## config.mk

```make
export PLATFORM = sky130hd
export DESIGN_NAME = dbcs_case_insensitive_substring_find
export DESIGN_NICKNAME = d
export VERILOG_FILES = /design/src/design/dcisf_pkg.sv /design/src/design/dbcs_case_insensitive_substring_find.sv
export SDC_FILE = /design/constraint.sdc
export NUM_CORES = 1
export LEC_CHECK = 0
export BUFFER_PORTS_ARGS = -buffer_cell sky130_fd_sc_hd__buf_2
export CORE_UTILIZATION = 66
export DETAILED_ROUTE_END_ITERATION = 10
export PLACE_DENSITY = 0.87
export SETUP_SLACK_MARGIN = 0.1
export SLEW_MARGIN = 20
export SYNTH_ARGS = -nofsm -noshare
export SYNTH_HDL_FRONTEND = slang
export SYNTH_SLANG_ARGS = --single-unit
```

## constraint.sdc

```tcl
create_clock -name aclk -period 10.55 [get_ports aclk]
set_input_delay 1.5825 -clock aclk [delete_from_list [all_inputs] [get_ports aclk]]
set_output_delay 1.5825 -clock aclk [all_outputs]
set_load 0.05 [all_outputs]
```

## src/design/dcisf_pkg.sv

```systemverilog
package dcisf_pkg;

    localparam int BYTE_W  = 8;
    localparam int CFG_W   = 64;
    localparam int LEN_IN_W = 4;
    localparam int POS_W   = 16;
    localparam int NEEDLE_REG_BYTES = CFG_W / BYTE_W;

    // a byte with this bit set opens a two-byte character
    localparam logic [BYTE_W-1:0] LEAD_MASK = 8'h80;
    localparam logic [BYTE_W-1:0] UPPER_A   = 8'h41;
    localparam logic [BYTE_W-1:0] UPPER_Z   = 8'h5A;
    localparam logic [BYTE_W-1:0] CASE_BIT  = 8'h20;

    typedef enum logic {
        CFG_NEEDLE_BYTES  = 1'b0,
        CFG_NEEDLE_LENGTH = 1'b1
    } cfg_index_t;

    function automatic logic [BYTE_W-1:0] fold_case(input logic [BYTE_W-1:0] c);
        logic [BYTE_W-1:0] r;
        r = c;
        if (c >= UPPER_A && c <= UPPER_Z) begin
            r = c | CASE_BIT;
        end
        return r;
    endfunction

endpackage

```

## src/design/dbcs_case_insensitive_substring_find.sv

```systemverilog
// Streaming substring finder for double-byte text. Bytes enter on the s_ channel,
// one per transaction, with s_last_byte marking the end of a text. The needle
// (cfg index 0, first byte in the low eight bits) is compared against the newest
// bytes with ASCII A-Z folded to lower case; a match counts only when its first
// byte starts a character, where a byte with bit 7 set opens a two-byte character.
// The first match of a text is reported once, as soon as its last byte arrives;
// a text without a match yields found = 0 on its last byte. A needle length of
// zero (cfg index 1) matches at the current byte offset. The byte offset saturates
// at 2^POSITION_BITS - 1, and bytes arriving at that limit end no match.
// Throughput is one byte per clock while no result stalls: an input register
// feeds a single compare stage (byte mux plus NEEDLE_MAX byte compares) that
// loads the result register behind m_valid. The user must write configuration
// only while no text is in flight; this is not enforced. cfg_ready is always high.
module dbcs_case_insensitive_substring_find
    import dcisf_pkg::*;
#(
    parameter int NEEDLE_MAX    = 8,
    parameter int POSITION_BITS = 16
) (
    input  logic                 aclk,
    input  logic                 aresetn,

    input  logic                 cfg_valid,
    output logic                 cfg_ready,
    input  cfg_index_t           cfg_index,
    input  logic [CFG_W-1:0]     cfg_data,

    input  logic                 s_valid,
    output logic                 s_ready,
    input  logic [BYTE_W-1:0]    s_haystack_byte,
    input  logic                 s_last_byte,

    output logic                 m_valid,
    input  logic                 m_ready,
    output logic                 m_found,
    output logic [POS_W-1:0]     m_match_position
);

    localparam int WIN_W = NEEDLE_MAX * BYTE_W;
    localparam int LEN_W = (NEEDLE_MAX > 1) ? $clog2(NEEDLE_MAX + 1) : 1;
    localparam int SUM_W = (POSITION_BITS + 1 > POS_W) ? POSITION_BITS + 1 : POS_W;
    localparam logic [POSITION_BITS-1:0] POS_LIMIT = '1;

    // configuration
    logic [CFG_W-1:0]    needle_bytes_reg;
    logic [LEN_IN_W-1:0] needle_length_reg;

    assign cfg_ready = 1'b1;

    always_ff @(posedge aclk) begin
        if (!aresetn) begin
            needle_bytes_reg  <= '0;
            needle_length_reg <= '0;
        end else if (cfg_valid) begin
            unique case (cfg_index)
                CFG_NEEDLE_BYTES:  needle_bytes_reg  <= cfg_data;
                CFG_NEEDLE_LENGTH: needle_length_reg <= cfg_data[LEN_IN_W-1:0];
                default: ;
            endcase
        end
    end

    // input register
    logic              in_valid_reg;
    logic [BYTE_W-1:0] in_byte_reg;
    logic              in_last_reg;
    logic              advance;

    assign advance = in_valid_reg && (!m_valid || m_ready);
    assign s_ready = !in_valid_reg || advance;

    always_ff @(posedge aclk) begin
        if (!aresetn) begin
            in_valid_reg <= 1'b0;
        end else if (s_valid && s_ready) begin
            in_valid_reg <= 1'b1;
        end else if (advance) begin
            in_valid_reg <= 1'b0;
        end
    end

    always_ff @(posedge aclk) begin
        if (s_valid && s_ready) begin
            in_byte_reg <= s_haystack_byte;
            in_last_reg <= s_last_byte;
        end
    end

    // per-text state
    logic [WIN_W-1:0]         recent_reg;
    logic [NEEDLE_MAX-1:0]    marks_reg;
    logic                     starts_char_reg;
    logic [POSITION_BITS-1:0] bytes_seen_reg;
    logic                     answer_given_reg;

    logic [WIN_W-1:0]         recent_next;
    logic [NEEDLE_MAX-1:0]    marks_next;
    logic                     starts_char_next;
    logic [POSITION_BITS-1:0] bytes_seen_next;
    logic                     answer_given_next;

    logic [LEN_W-1:0]  len;
    logic [LEN_W-1:0]  shamt;
    logic [WIN_W-1:0]  rev_win;
    logic [WIN_W-1:0]  aligned;
    logic [WIN_W-1:0]  pattern;
    logic [NEEDLE_MAX-1:0] byte_ok;
    logic [NEEDLE_MAX-1:0] marks_shifted;
    logic              in_range;
    logic              long_enough;
    logic              hit;
    logic              emit;
    logic [SUM_W-1:0]  pos_full;
    logic [SUM_W-1:0]  seen_plus_one;

    always_comb begin
        recent_next   = (recent_reg << BYTE_W) | WIN_W'(in_byte_reg);
        marks_next    = (marks_reg << 1) | NEEDLE_MAX'(starts_char_reg);
        starts_char_next = !(starts_char_reg && ((in_byte_reg & LEAD_MASK) != '0));
        in_range      = bytes_seen_reg != POS_LIMIT;
        bytes_seen_next = in_range ? bytes_seen_reg + 1'b1 : bytes_seen_reg;

        if (32'(needle_length_reg) > NEEDLE_MAX) begin
            len = LEN_W'(NEEDLE_MAX);
        end else begin
            len = LEN_W'(needle_length_reg);
        end

        // reversed window: oldest slot first, then slide so byte k lines up
        // with needle byte k
        for (int k = 0; k < NEEDLE_MAX; k++) begin
            rev_win[k*BYTE_W +: BYTE_W] = recent_next[(NEEDLE_MAX-1-k)*BYTE_W +: BYTE_W];
            if (k < NEEDLE_REG_BYTES) begin
                pattern[k*BYTE_W +: BYTE_W] = needle_bytes_reg[(k % NEEDLE_REG_BYTES)*BYTE_W
                                                               +: BYTE_W];
            end else begin
                pattern[k*BYTE_W +: BYTE_W] = '0;
            end
        end
        shamt   = LEN_W'(NEEDLE_MAX) - len;
        aligned = rev_win >> (BYTE_W * shamt);

        for (int k = 0; k < NEEDLE_MAX; k++) begin
            byte_ok[k] = (LEN_W'(k) >= len) ||
                         (fold_case(aligned[k*BYTE_W +: BYTE_W]) ==
                          fold_case(pattern[k*BYTE_W +: BYTE_W]));
        end

        // start slot of a match of this length must open a character
        marks_shifted = marks_next >> (len - 1'b1);
        seen_plus_one = SUM_W'(bytes_seen_reg) + SUM_W'(1);
        long_enough   = seen_plus_one >= SUM_W'(len);

        hit      = 1'b0;
        pos_full = '0;
        if (!answer_given_reg && in_range) begin
            if (len == '0) begin
                hit      = 1'b1;
                pos_full = SUM_W'(bytes_seen_reg);
            end else if (long_enough && marks_shifted[0] && (&byte_ok)) begin
                hit      = 1'b1;
                pos_full = seen_plus_one - SUM_W'(len);
            end
        end

        emit = hit || (in_last_reg && !answer_given_reg);
        answer_given_next = answer_given_reg || hit;
    end

    always_ff @(posedge aclk) begin
        if (!aresetn) begin
            marks_reg        <= '0;
            starts_char_reg  <= 1'b1;
            bytes_seen_reg   <= '0;
            answer_given_reg <= 1'b0;
        end else if (advance) begin
            if (in_last_reg) begin
                marks_reg        <= '0;
                starts_char_reg  <= 1'b1;
                bytes_seen_reg   <= '0;
                answer_given_reg <= 1'b0;
            end else begin
                marks_reg        <= marks_next;
                starts_char_reg  <= starts_char_next;
                bytes_seen_reg   <= bytes_seen_next;
                answer_given_reg <= answer_given_next;
            end
        end
    end

    // window contents are qualified by the byte count and marks
    always_ff @(posedge aclk) begin
        if (advance) begin
            recent_reg <= recent_next;
        end
    end

    // result register
    logic             out_valid_reg;
    logic             out_found_reg;
    logic [POS_W-1:0] out_pos_reg;

    always_ff @(posedge aclk) begin
        if (!aresetn) begin
            out_valid_reg <= 1'b0;
        end else if (advance && emit) begin
            out_valid_reg <= 1'b1;
        end else if (m_ready) begin
            out_valid_reg <= 1'b0;
        end
    end

    always_ff @(posedge aclk) begin
        if (advance && emit) begin
            out_found_reg <= hit;
            out_pos_reg   <= pos_full[POS_W-1:0];
        end
    end

    assign m_valid          = out_valid_reg;
    assign m_found          = out_found_reg;
    assign m_match_position = out_pos_reg;

endmodule

```

### After elaboration in Yosys (flattened, before gate mapping)

Cells that the tools add are included.

* add/sub/neg operators: 5
* magnitude comparators: 42
* eq/ne operators: 9
* shifts and indexed selects: 2
* muxes and demuxes: 31
* bitwise operators: 3
* reductions and logical operators: 48

Operators by type and width (count)
* 8-bit by 7-bit >= comparator with 1-bit output, second input constant: 16
* 8-bit by 7-bit less-or-equal comparator with 1-bit output, second input constant: 16
* 6-bit two-way mux: 16
* 8-bit equality test: 8
* 16-bit two-way mux: 4
* 64-bit by 8-bit bitwise OR with 64-bit output: 1
* 64-bit by 7-bit >> shifter with 64-bit output: 1
* 1-bit logical AND: 24
* 16-bit by 1-bit adder with 17-bit output, second input constant: 1
* 17-bit by 4-bit >= comparator with 1-bit output: 1
* 16-bit by 1-bit adder with 16-bit output, second input constant: 1
* 3-bit by 4-bit >= comparator with 1-bit output, first input constant: 4
* 16-bit != test, second input constant: 1
* 16-bit by 4-bit subtractor with 16-bit output: 1
* 1-bit logical OR: 12
* 1-bit two-way mux: 9
* 1-bit by 4-bit >= comparator with 1-bit output, first input constant: 2
* 2-bit by 4-bit >= comparator with 1-bit output, first input constant: 2
* 8-bit by 1-bit bitwise OR with 8-bit output: 1
* 8-bit AND reduction: 1
* 8-bit by 4-bit >> shifter with 1-bit output: 1
* 7-bit two-way mux: 1
* 2-bit AND reduction: 3
* 2-bit nonzero test: 3
* 7 further kinds: 10

* flip-flop bits (word level): 177
* input bits: 79
* output and inout port bits: 20
* logic and storage cells: 153

### Logic depth before layout (Yosys ltp)

Gate-level depths: netlist (run 1).

* depth after elaboration: 17
* gate-level depth with buffers: 24
* gate-level depth less buffers: 14

### Worst setup path before layout (run 1)

OpenSTA, ideal clock, no wires.

* path kind: reg-to-reg
* from: register needle_length_reg[0]
* to: register out_found_reg, in the netlist m_found (enable)
* library setup time: 0.397 ns
* arrival: 4.932 ns
* data required time: 10.153 ns
* slack: 5.221 ns
* stages on the path, launching flop included: 24
* path buffers: 10
* clock period less this slack: 5.329 ns
* cells stage by stage: dfxtp_1 buf_6 and2b_4 buf_12 buf_12 buf_8 buf_4 buf_2 ha_1 buf_4 buf_6 buf_4 buf_2 mux2i_1 nand2_1 a32oi_1 o21ai_0 a22oi_1 a31oi_1 xor2_1 o32ai_1 and4b_4 o21ai_4 a21oi_1

* longest elaborated chain between the ends: 16
* elaborated cells on any way between the ends: 72
* classes of those cells: add/sub (2); order compare (26); eq/ne (8); shift (2); mux (12); reduce/logical (22)

Ends and longest elaborated chain
* start: declaration: RTL line dbcs_case_insensitive_substring_find.sv:46 `logic [LEN_IN_W-1:0] needle_length_reg;`
* start signal: assignment: RTL line dbcs_case_insensitive_substring_find.sv:57 `CFG_NEEDLE_LENGTH: needle_length_reg <= cfg_data[LEN_IN_W-1:0];`
* 4-bit > comparator: RTL line dbcs_case_insensitive_substring_find.sv:123 `if (32'(needle_length_reg) > NEEDLE_MAX) begin`
* 4-bit two-way mux (*): RTL line dbcs_case_insensitive_substring_find.sv:123
* 4-bit subtractor: RTL line dbcs_case_insensitive_substring_find.sv:140 `shamt = LEN_W'(NEEDLE_MAX) - len;`
* 64-bit by 7-bit >> shifter with 64-bit output: RTL line dbcs_case_insensitive_substring_find.sv:141 `aligned = rev_win >> (BYTE_W * shamt);`
* 8-bit by 7-bit >= comparator with 1-bit output or 8-bit by 7-bit less-or-equal comparator with 1-bit output (tied branches): RTL line dcisf_pkg.sv:23 `if (c >= UPPER_A && c <= UPPER_Z) begin`
* 1-bit logical AND: RTL line dcisf_pkg.sv:23
* 6-bit two-way mux: RTL line dcisf_pkg.sv:23
* 8-bit equality test: RTL line dbcs_case_insensitive_substring_find.sv:145 `(fold_case(aligned[k*BYTE_W +: BYTE_W]) ==`
* 1-bit logical OR: RTL line dbcs_case_insensitive_substring_find.sv:144 `byte_ok[k] = (LEN_W'(k) >= len) ||`
* 8-bit AND reduction: RTL line dbcs_case_insensitive_substring_find.sv:160 `end else if (long_enough && marks_shifted[0] && (&byte_ok)) begin`
* 1-bit logical AND: RTL line dbcs_case_insensitive_substring_find.sv:160
* 1-bit two-way mux: RTL line dbcs_case_insensitive_substring_find.sv:160
* 1-bit two-way mux (*): RTL line dbcs_case_insensitive_substring_find.sv:157 `if (len == '0) begin`
* 1-bit two-way mux (*): RTL line dbcs_case_insensitive_substring_find.sv:156 `if (!answer_given_reg && in_range) begin`
* 1-bit logical OR (*): RTL line dbcs_case_insensitive_substring_find.sv:166 `emit = hit || (in_last_reg && !answer_given_reg);`
* 1-bit logical AND (*): RTL line dbcs_case_insensitive_substring_find.sv:214 `if (advance && emit) begin`
* end signal: assignment: RTL line dbcs_case_insensitive_substring_find.sv:215 `out_found_reg <= hit;`
* end: declaration: RTL line dbcs_case_insensitive_substring_find.sv:200 `logic out_found_reg;`

Every way passes the cells marked *; elsewhere a longest branch is shown, timed or not.
A chain may end at the register's enable or synchronous reset.

### Worst setup path after layout (run 1)

* from: register needle_length_reg[3]
* to: register out_pos_reg[6], in the netlist m_match_position[6] (enable)

* longest elaborated chain between the ends: 16
* elaborated cells on any way between the ends: 72
* classes of those cells: add/sub (2); order compare (26); eq/ne (8); shift (2); mux (12); reduce/logical (22)

Ends and longest elaborated chain
* 4-bit > comparator: RTL line dbcs_case_insensitive_substring_find.sv:123
* 4-bit two-way mux (*): RTL line dbcs_case_insensitive_substring_find.sv:123
* 4-bit subtractor: RTL line dbcs_case_insensitive_substring_find.sv:140
* 64-bit by 7-bit >> shifter with 64-bit output: RTL line dbcs_case_insensitive_substring_find.sv:141
* 8-bit by 7-bit >= comparator with 1-bit output or 8-bit by 7-bit less-or-equal comparator with 1-bit output (tied branches): RTL line dcisf_pkg.sv:23
* 1-bit logical AND: RTL line dcisf_pkg.sv:23
* 6-bit two-way mux: RTL line dcisf_pkg.sv:23
* 8-bit equality test: RTL line dbcs_case_insensitive_substring_find.sv:145
* 1-bit logical OR: RTL line dbcs_case_insensitive_substring_find.sv:144
* 8-bit AND reduction: RTL line dbcs_case_insensitive_substring_find.sv:160
* 1-bit logical AND: RTL line dbcs_case_insensitive_substring_find.sv:160
* 1-bit two-way mux: RTL line dbcs_case_insensitive_substring_find.sv:160
* 1-bit two-way mux (*): RTL line dbcs_case_insensitive_substring_find.sv:157
* 1-bit two-way mux (*): RTL line dbcs_case_insensitive_substring_find.sv:156
* 1-bit logical OR (*): RTL line dbcs_case_insensitive_substring_find.sv:166
* 1-bit logical AND (*): RTL line dbcs_case_insensitive_substring_find.sv:214
* end signal: assignment: RTL line dbcs_case_insensitive_substring_find.sv:216 `out_pos_reg <= pos_full[POS_W-1:0];`
* end: declaration: RTL line dbcs_case_insensitive_substring_find.sv:201 `logic [POS_W-1:0] out_pos_reg;`

Marks and branches as above.

==> summary.md, run 1 <==
| Metric | Value |
|---|---|
| Row count | `47` |
| GRT Overall Usage | `35.7%` |
| Crit. End Element | `flop` |
| Yosys cell types | `103` |
| Period utilization | `63.3%` |
| Clk Latency, worst-skew pair | `440 ps` |
| Maximum number of pins on one net before global-route repair | `98` |
| Nets | `1394` |
| Post-synth top cells | `nand2_1, dfxtp_1, edfxtp_1, nor2_1, a21boi_0` |
| Max IR drop VDD | `0.142 mV` |
| Slew HR | `32.5%` |
| Mean Syn Cell Area | `9.07 µm²` |
| Initial antenna violation count | `0` |
| Final ANT Viol Nets | `0` |
| Synth warnings | `0` |
| Via count | `10100` |
| First-pass GRT wire length | `49.7 mm` |
| Syn Inst Count | `1268` |
| PwrDens | `147 mW/mm²` |
| Drt first pass iters | `6` |
| Max-cap violations | `0` |
| Worst EP required | `10740 ps` |
| CTS-repair resized insts | `0` |
| CP Max Fanout | `59` |
| Synth top area share | `21.4%` |
| PortBufs | `97` |
| Layout area overhead | `8.41%` |
| Hpwl dp | `22.2 mm` |
| Internal | `1270 µW` |
| Final WL | `31.6 mm` |
| Core area | `0.0168 mm²` |
| CTS Sinks | `177` |
| Unrepaired setup endpoints after global routing | `no` |
| Design Power | `1840 µW` |
| Clk pwr share | `35.7%` |
| Clock root cell | `clkbuf_16` |
| Largest area contributor in the netlist | `edfxtp_1` |
| Main flop type after synthesis | `dfxtp_1` |
| Final instance area | `0.0125 mm²` |
| Share of cells above drive strength 1 | `15.2%` |
| Worst hold slack | `453 ps` |
| Final setup viols | `0` |
| Vias per cell | `6.58` |
| Setup TNS Final | `0 ps` |
| CTS tree | `built` |
| Total die area | `0.0180 mm²` |
| Post-synthesis net count | `1357` |
| CTS Buf Count | `17` |
| Most instantiated library cell after synthesis | `nand2_1` |
| Cts hold-fix bufs | `0` |
| Combinational share of power | `21.1%` |
| Startpoint Class | `flop` |
| Synth top area cells | `edfxtp_1, dfxtp_1, nand2_1, mux2i_1, a21boi_0` |
| DIE WIDTH | `134 µm` |
| Net Switching | `565 µW` |
| Outcome | `complete, no violations` |
| IO Count | `99` |
| Arrival @ worst endpoint | `6880 ps` |
| Vias in the first global route | `9213` |
| N_diodes | `0` |
| Die Ht | `134 µm` |
| EDFF count, synth | `82` |
| Max-slew violation count | `0` |
| Seq/Total Area, Yosys | `37.9%` |
| Initial core utilization | `68.4%` |
| 1st-iter DRT viols | `1146` |
| Reg power frac | `43.2%` |
| Number of synthesized register bits | `177` |
| Largest register FFs | `64` |
| FFs w/ async S/R, synth | `0%` |
| Leakage Power | `0.00469 µW` |
| DRC violations left | `0` |
| WS Path Type | `flop to flop` |
| RePlAce Congestion | `1.07` |
| Cell area after synthesis | `0.0115 mm²` |
| Clock buffer depth | `2` |
| Post-layout min period | `6680 ps` |
| Fmax | `150 MHz` |
| Reg clk slew, reported paths | `70 ps` |
| Final Hold Violating Endpoints | `0` |
| Measured slew at the worst slew-check pin | `1010 ps` |
| Total grt overflow | `0` |
| Dpl cell area | `0.0118 mm²` |
| H-tree Lvls | `4` |
| Net Sw Frac | `30.8%` |
| Post-CTS Setup Inserts | `0` |
| Final setup skew | `7.68 ps` |
| Hold crit path type | `flop to flop` |
| Per-cell routed wire length | `20.6 µm` |
==> power by group through the flow <==
stage               clock, µW  sequential (µW)  combinational, µW
floorplan                   0              798                285
global placement            0              804                368
detailed placement          0              805                374
CTS                       660              790                378
global route              683              796                416
finish                    655              792                388
==> layout by cell type (no fill, tap or decap), types with 12 or more instances in the layout <==
cell type	n
clkbuf_16	19
a21oi_1	45
nor2b_1	20
o21ai_0	44
buf_2	97
mux2i_1	62
nand3_1	32
nor2_1	78
a21boi_0	73
nand2_1	229
a32oi_1	18
nor3_1	16
nor4_1	13
xnor2_1	58
o22ai_1	12
dfxtp_1	95
a31oi_1	15
nand2b_1	12
edfxtp_1	82
xor2_1	21
inv_1	21
nor3b_1	14
==> cells by family after synthesis <==
| logic type | after synthesis | share of synthesized area, % |
|---|---|---|
| simple gates | 509 | 22.1 |
| compound gates | 300 | 18.9 |
| flops | 177 | 37.9 |
| buf+inv | 112 | 5.39 |
| mux | 80 | 8.48 |
| xor+xnor | 79 | 6.01 |
| fa+ha+maj | 10 | 1.15 |
| other cells | 1 | 0.0326 |
==> critical path: stages, from the launching register on <==
cell,delay [ps]
dfxtp_1,790
and2b_4,340
buf_4,370
inv_6,500
ha_1,560
or2_2,250
a2bb2oi_2,650
a32oi_1,230
nand2b_1,210
a2111oi_1,520
nor4_1,130
o211a_1,230
o21ai_1,120
and4b_4,250
o21ai_4,630
a21oi_1,300
buf_4,270
==> metrics by stage <==
| stage | utilization [%] | std cells | setup slack (ps) |
|---|---|---|---|
| after floorplan | - | 1268 | 5220 |
| after global placement | 70.5 | 1506 | 4270 |
| after detailed placement | 70.5 | 1506 | 4070 |
| after CTS | 74.1 | 1538 | 4030 |
| after global routing | 74.2 | 1538 | 3440 |
| final | 74.2 | 1538 | 3870 |
==> cell type report <==
class	instances	area [µm²]
Sequential cell	177	4360
Multi-Input combinational cell	979	6570
Inverter	25	98.8
Clock inverter	10	108
Clock buffer	22	507
Tap cell	220	275
Timing Repair Buffer	105	546
Fill cell	1233	4350
==> per-layer routing <==
metal,global-route usage (%),up-vias,part of all wire [%]
li1,-,4682,-
met1,45.7,4736,41
met2,57.1,570,45
met3,8.81,125,9.7
met4,16.6,0,4.2
met5,0,-,0
==> final timing paths <==
check                                          start                  end  slack (ps)  depth (start not counted)
worst max register to register  needle_length_reg[3]  m_match_position[6]        3870                         16
worst min register to register        recent_reg[44]       recent_reg[52]         450                          0
worst min-delay path                  recent_reg[44]       recent_reg[52]         450                          0
worst max-delay path            needle_length_reg[3]  m_match_position[6]        3870                         16
No activity file was read; power rests on OpenSTA's default activity.
==> run 2, diff against run 1 <==
Settings changed: ABC_AREA set to 1, CORE_UTILIZATION 66 to 61, PLACE_DENSITY 0.87 to 0.82.
Clock period 10.55 ns to 6.5 ns, I/O delays scaled along.
==> run 2 against run 1 <==
- worst setup slack lost 2100 ps
- combinational power is 120% higher
- wire length rose by 0.75%
- final cell count rose by 22%
- highest routed layer unchanged
- critical path type unchanged
- sequential share of layout area up 1.6 points
==> summary.md, run 2 <==
| Metric | Value |
|---|---|
| Cells along the critical path | `inv_1, nor2_1, inv_1, ha_2, inv_2, buf_4, a21oi_2, nand2_1, nand2_1, nand2_1, nor2_1, nand3_1, nor2_1, nand2_1, nor2_1, nor2_1, nor2_1, nand2_1, nor2_1, nand2_1, nand2_1, nand3_1, nand2_1` |
| Clock buffer depth | `2 (unchanged)` |
| Arrival @ worst endpoint | `4770 ps (-2110 ps)` |
| EDFF count, synth | `82 (unchanged)` |
| 1st-iter DRT viols | `1245 (+8.6%)` |
| Max-cap violations | `0 (unchanged)` |
| Die Ht | `136 µm (+1.1%)` |
| Hpwl dp | `23.5 mm (+5.7%)` |
| Period utilization | `72.4% (+9.0 points)` |
| Core area | `0.0174 mm² (+3.2%)` |
| Synth top area cells | `edfxtp_1, dfxtp_1, nand2_1, nand3_1, nor2_1` |
| Crit. End Element | `flop` |
| Final WL | `31.9 mm (+0.75%)` |
| CTS Buf Count | `17 (unchanged)` |
| CP Max Fanout | `44 (-25%)` |
| Measured slew at the worst slew-check pin | `1010 ps (+1.91 ps)` |
| Post-layout min period | `4700 ps (-1980 ps)` |
| Post-placement cell count | `1849 (+23%)` |
| PwrDens | `262 mW/mm² (+78%)` |
| Setup TNS Final | `0 ps (unchanged)` |
| Mean Syn Cell Area | `6.87 µm² (-24%)` |
| Most frequent cells in the layout | `nand2_1, nor2_1, nand3_1` |
| Post-synthesis net count | `1672 (+23%)` |
| Cell area after synthesis | `0.0109 mm² (-5.5%)` |
| FFs w/ async S/R, synth | `0% (unchanged)` |
| Largest area contributor in the netlist | `edfxtp_1` |
| Clock root cell | `clkbuf_16` |
| Seq/Total Area, Yosys | `40.1% (+2.2 points)` |
| DIE WIDTH | `136 µm (+1.1%)` |
| Final Hold Violating Endpoints | `0 (unchanged)` |
| WS Path Type | `flop to flop` |
| Syn Inst Count | `1583 (+25%)` |
| Synth warnings | `0 (unchanged)` |
| PortBufs | `97 (unchanged)` |
| CP top delay family | `simple AND/OR/NAND/NOR gates` |
| Initial core utilization | `62.6% (-5.8 points)` |
| Max IR drop VDD | `0.205 mV (+44%)` |
| Leading cell type in the layout, fill and taps excluded | `nand2_1` |
| CP Buf/Inv Count | `4 (+1)` |
| Row count | `48 (+2.1%)` |
| Layout area overhead | `9.58%` |
| Vias in the first global route | `9777 (+6.1%)` |
| CP max-delay cell | `ha_2` |
| CTS-repair resized insts | `0 (unchanged)` |
| Dpl cell area | `0.0114 mm² (-4.2%)` |
| Largest register FFs | `64 (unchanged)` |
| Fmax | `213 MHz (+42%)` |
| Maximum number of pins on one net before global-route repair | `94 (-4.1%)` |
| Max-slew violation count | `0 (unchanged)` |
| Post-route setup slack | `1800 ps (-2070 ps)` |
| Pre-CTS setup slack | `1860 ps (-2200 ps)` |
| Worst EP required | `6570 ps (-4170 ps)` |
| Final ANT Viol Nets | `0 (unchanged)` |
| Per-cell routed wire length | `16.9 µm (-18%)` |
| Drt first pass iters | `6 (unchanged)` |
| Slew HR | `32.4% (-0.13 points)` |
| Finished Layout Cells | `1881 (+22%)` |
| Vias per cell | `5.80 (-12%)` |
| Final setup viols | `0 (unchanged)` |
| Critical Path Max Stage Delay | `880 ps (+90 ps)` |
| CTS Sinks | `177 (unchanged)` |
| Most instantiated library cell after synthesis | `nand2_1` |
| Outcome | `complete, no violations` |
| Met1 wire length | `12.7 mm (-1.1%)` |
| Wire length on met3 | `2.55 mm (-17%)` |
| RePlAce Congestion | `1.03 (-3.6%)` |
| Final setup skew | `9.00 ps (+1.32 ps)` |
| IO Count | `99 (unchanged)` |
| Total grt overflow | `0 (unchanged)` |
| Post-CTS Setup Inserts | `0 (unchanged)` |
| Leakage Power | `0.00554 µW (+18%)` |
| Design Power | `3130 µW (+70%)` |
| CTS tree | `built` |
| H-tree Lvls | `4 (unchanged)` |
| Nets | `1732 (+24%)` |
| Worst path most repeated cell | `nand2_1` |
| Synth top area share | `22.6% (+1.2 points)` |
| Clk Latency, worst-skew pair | `440 ps (about the same)` |
| Total die area | `0.0184 mm² (+2.2%)` |
| Main flop type after synthesis | `dfxtp_1` |
| Number of synthesized register bits | `177 (unchanged)` |
| DRC violations left | `0 (unchanged)` |
| N_diodes | `0 (unchanged)` |
| Initial antenna violation count | `0 (unchanged)` |
| Yosys cell types | `43 (-58%)` |
| First-pass GRT wire length | `49.9 mm (+0.33%)` |
| Unrepaired setup endpoints after global routing | `no` |
| GRT Overall Usage | `35.4% (-0.30 points)` |
| Met2 wire length | `15.0 mm (+4.4%)` |
| Highest routed layer | `met4` |
| Via count | `10900 (+7.8%)` |
| Reg clk slew, reported paths | `70 ps (about the same)` |
| Cts hold-fix bufs | `0 (unchanged)` |
| Hold crit path type | `flop to flop` |
| Post-synth top cells | `nand2_1, nor2_1, nand3_1, inv_1, o21ai_0` |
| Share of cells above drive strength 1 | `10.4% (-4.7 points)` |
| Startpoint Class | `flop` |
| Final instance area | `0.0119 mm² (-4.5%)` |
-- run 2: cell count changes after synthesis, sizes merged, moves of 73 or more --
cell    before  now
inv         25  163
nand3       32  181
a21boi      73    0
nor2        89  199
o21ai       49  129
nand2      230  459
-- run 2: metrics by stage --
step,hold WS [ps],util (%)
5_1_grt,460,68.6
4_1_cts,453,68.6
2_1_floorplan,426,-
3_3_place_gp,431,65.4
6_report,454,68.6
3_5_place_dp,438,65.4
-- run 2: worst register-to-register path, delay by kind of cell, from the launching register on --
family                     cells  cell delay [ps]
adders and majority gates      1              880
DFF                            1              320
buffers and inverters          4              590
AOI/OAI and AO/OA              1              230
and+or+nand+nor               17             2330
-- run 2: worst paths after layout --
kind                              from                  end  slack [ps]  cells past startpoint
setup / recovery  needle_length_reg[1]  m_match_position[2]        1800                     23
hold / removal          recent_reg[11]       recent_reg[19]         450                      0
setup reg to reg  needle_length_reg[1]  m_match_position[2]        1800                     23
hold reg to reg         recent_reg[11]       recent_reg[19]         450                      0
-- run 2: final cells by class --
cell class                      instances  area [µm²]
Timing Repair Buffer                  107         561
Multi-Input combinational cell       1173        5520
Sequential cell                       177        4360
Inverter                              167         628
Clock inverter                         12        97.6
Fill cell                            1549        5440
Clock buffer                           20         459
Tap cell                              225         282
-- run 2: cell families after synthesis --
logic type / after synthesis / synth area share (%)
muxes: 1 / 0.0921
buffers and inverters: 233 / 9.09
AOI/OAI and AO/OA: 260 / 13.2
DFF: 177 / 40.1
other: 1 / 0.0345
xor gates and xnor gates: 35 / 2.82
and+or+nand+nor: 866 / 33.4
adders and majority gates: 10 / 1.22
-- run 2: report_power, final --
group	switching, µW	total [µW]	internal (µW)
Sequential	47.5	1280	1240
Clock	476	998	523
Combinational	596	843	247
Total	1120	3130	2010
-- run 2: routing by layer --
metal | global-route usage [%] | vias to the layer above
met1 | 43.4 | 4960
li1 | - | 5289
met4 | 19.4 | 0
met3 | 6.66 | 99
met2 | 58.8 | 558
met5 | 0 | -
==> run 3, diff against run 2 <==
Settings changed: ABC_AREA 1 to 0, PLACE_DENSITY 0.82 to 0.81.
Clock period 6.5 ns to 4.5 ns, I/O delays scaled along.
==> run 3 against run 2 <==
- power is 39% higher
- wire length up 0.82%
- worst setup slack worse by 1600 ps
- critical endpoint is now m_match_position[0]
- highest routed layer unchanged
==> summary.md, run 3 (synthesis gave the netlist of run 1 again) <==
| Metric | Value |
|---|---|
| Nets | `1435 (-17%)` |
| Maximum number of pins on one net before global-route repair | `70 (-26%)` |
| Final setup viols | `0 (unchanged)` |
| Total die area | `0.0194 mm² (+5.7%)` |
| Leading cell type in the layout, fill and taps excluded | `nand2_1` |
| Final WL | `32.1 mm (+0.82%)` |
| Worst hold slack | `404 ps (-50.9 ps)` |
| Measured slew at the worst slew-check pin | `897 ps (-118 ps)` |
| Per-cell routed wire length | `20.2 µm (+19%)` |
| Period utilization | `94.8% (+22 points)` |
| Outcome | `complete, no violations` |
| Post-placement cell count | `1552 (-16%)` |
| Vias in the first global route | `9310 (-4.8%)` |
| Worst R2R Setup Slack | `230 ps (-1560 ps)` |
| CTS Sinks | `177 (unchanged)` |
| DRC violations left | `0 (unchanged)` |
| Via count | `10300 (-5.6%)` |
| Share of cells above drive strength 1 | `19.5% (+9.1 points)` |
| Initial core utilization | `63.2% (+0.55 points)` |
| WHS Path Cells | `1 (+1)` |
| DIE WIDTH | `139 µm (+2.8%)` |
| R2R Path End | `m_match_position[0]` |
| Final Hold Violating Endpoints | `0 (unchanged)` |
| Design Power | `4340 µW (+39%)` |
| PwrDens | `334 mW/mm² (+27%)` |
| GRT Overall Usage | `33.8% (-1.7 points)` |
| Reg-to-Reg Start | `needle_length_reg[3]` |
| Reg2Reg Depth | `15 (-35%)` |
| Hold crit path type | `primary input to flop` |
| Final setup skew | `8.37 ps (-0.630 ps)` |
| 1st-iter DRT viols | `1282 (+3.0%)` |
| Max-slew violation count | `0 (unchanged)` |
| Sink of the worst hold path | `in_byte_reg[7]` |
| Worst EP required | `4650 ps (-1920 ps)` |
| Startpoint Class | `flop` |
| Clk Latency, worst-skew pair | `440 ps (about the same)` |
| Layout area overhead | `13.1%` |
| Max-cap violations | `0 (unchanged)` |
| First-pass GRT wire length | `51.4 mm (+3.0%)` |
| Final ANT Viol Nets | `0 (unchanged)` |
| Hpwl dp | `23.5 mm (about the same)` |
| Row count | `49 (+2.1%)` |
| WS Path Type | `flop to flop` |
| CTS Buf Count | `17 (unchanged)` |
| Core area | `0.0182 mm² (+4.9%)` |
| Hold Crit Start | `s_haystack_byte[7]` |
| Setup TNS Final | `0 ps (unchanged)` |
| Most frequent cells in the layout | `nand2_1, buf_2, dfxtp_1` |
| Fmax | `234 MHz (+10%)` |
| Max IR drop VDD | `0.284 mV (+39%)` |
| Post-layout min period | `4270 ps (-435 ps)` |
| RePlAce Congestion | `1.02 (-0.74%)` |
| Clock root cell | `clkbuf_16` |
| CTS tree | `built` |
| Die Ht | `139 µm (+2.8%)` |
| Crit. End Element | `flop` |
| Reg clk slew, reported paths | `70 ps (about the same)` |
| Drt first pass iters | `6 (unchanged)` |
| CP Max Fanout | `29 (-34%)` |
| Arrival @ worst endpoint | `4420 ps (-350 ps)` |
| Vias per cell | `6.48 (+12%)` |
| Largest register FFs | `64 (unchanged)` |
| PortBufs | `97 (unchanged)` |
| Unrepaired setup endpoints after global routing | `no` |
| H-tree Lvls | `4 (unchanged)` |
| Slew HR | `38.7% (+6.3 points)` |
| Total grt overflow | `0 (unchanged)` |
| IO Count | `99 (unchanged)` |
| Finished Layout Cells | `1588 (-16%)` |
| Clock buffer depth | `2 (unchanged)` |
| Initial antenna violation count | `0 (unchanged)` |
| N_diodes | `0 (unchanged)` |
| Leakage Power | `0.00490 µW (-12%)` |
## run 3: changes by cell type in the layout (fill, tap and decap cells not counted), sizes merged, moves of 44 or more
cell,change
a21oi,-44
nand3,-149
xnor2,+51
nand2,-229
nor2,-110
o21ai,-80
inv,-136
a21boi,+73
mux2i,+64
## run 3: worst max-delay path by stage
stage | startpoint | end | slack (ps) | depth (start not counted)
floorplan | needle_length_reg[0] | m_found | 60 | 22
global placement | needle_length_reg[1] | m_match_position[9] | 130 | 16
detailed placement | needle_length_reg[1] | m_match_position[13] | 140 | 16
CTS | needle_length_reg[3] | m_found | 110 | 14
global route | needle_length_reg[3] | m_match_position[6] | 120 | 16
finish | needle_length_reg[3] | m_match_position[0] | 230 | 15
## run 3: repair_timing
action | 4_1_cts | 5_1_grt
resized for setup | 0 | 14
pin swaps | 0 | 1
hold buffers | 0 | 0
buffers inserted | 1 | 3
endpoints found under the setup margin | 17 | 34
## run 3: final cells by class
type / count / area (µm²)
sequential: 177 / 4370
tap: 229 / 287
clock buffer: 17 / 425
clock inverter: 15 / 164
fill: 1351 / 5200
multi-input combinational: 979 / 6730
inverter: 25 / 103
timing repair buffer: 146 / 940
## run 3: per-layer routing
metal	track usage [%]	up-vias	wire length (µm)
li1	-	4758	-
met4	16.0	0	1360
met5	0	-	0
met2	51.7	554	14400
met3	5.61	106	2700
met1	46.7	4880	13700
## run 3: report_power, final
group	leakage [µW]	internal, µW	switching, µW
clock	0.000291	748	728
sequential	0.00156	1760	98.9
combinational	0.00305	419	591
total	0.00490	2930	1420
## run 3: through the flow
stage / util [%] / area (µm²) / setup WS [ps]
floorplan: - / 11700 / 63.7
CTS: 70.9 / 12900 / 112
detailed placement: 67.6 / 12300 / 141
global route: 71.4 / 13000 / 117
global placement: 67.5 / 12300 / 132
finish: 71.4 / 13000 / 232
## run 3: worst max-delay path, stage by stage (launching register included)
cell      delay (ps)
dfxtp_1          380
and2b_4          250
ha_4             370
buf_12           220
mux2i_2          270
mux2i_2          220
a2111o_1         350
o311ai_1         170
xnor2_1          180
a41oi_1          200
a41o_1           300
a211oi_1         260
and4b_4          330
o21ai_4          100
a21oi_4          170
buf_12           170
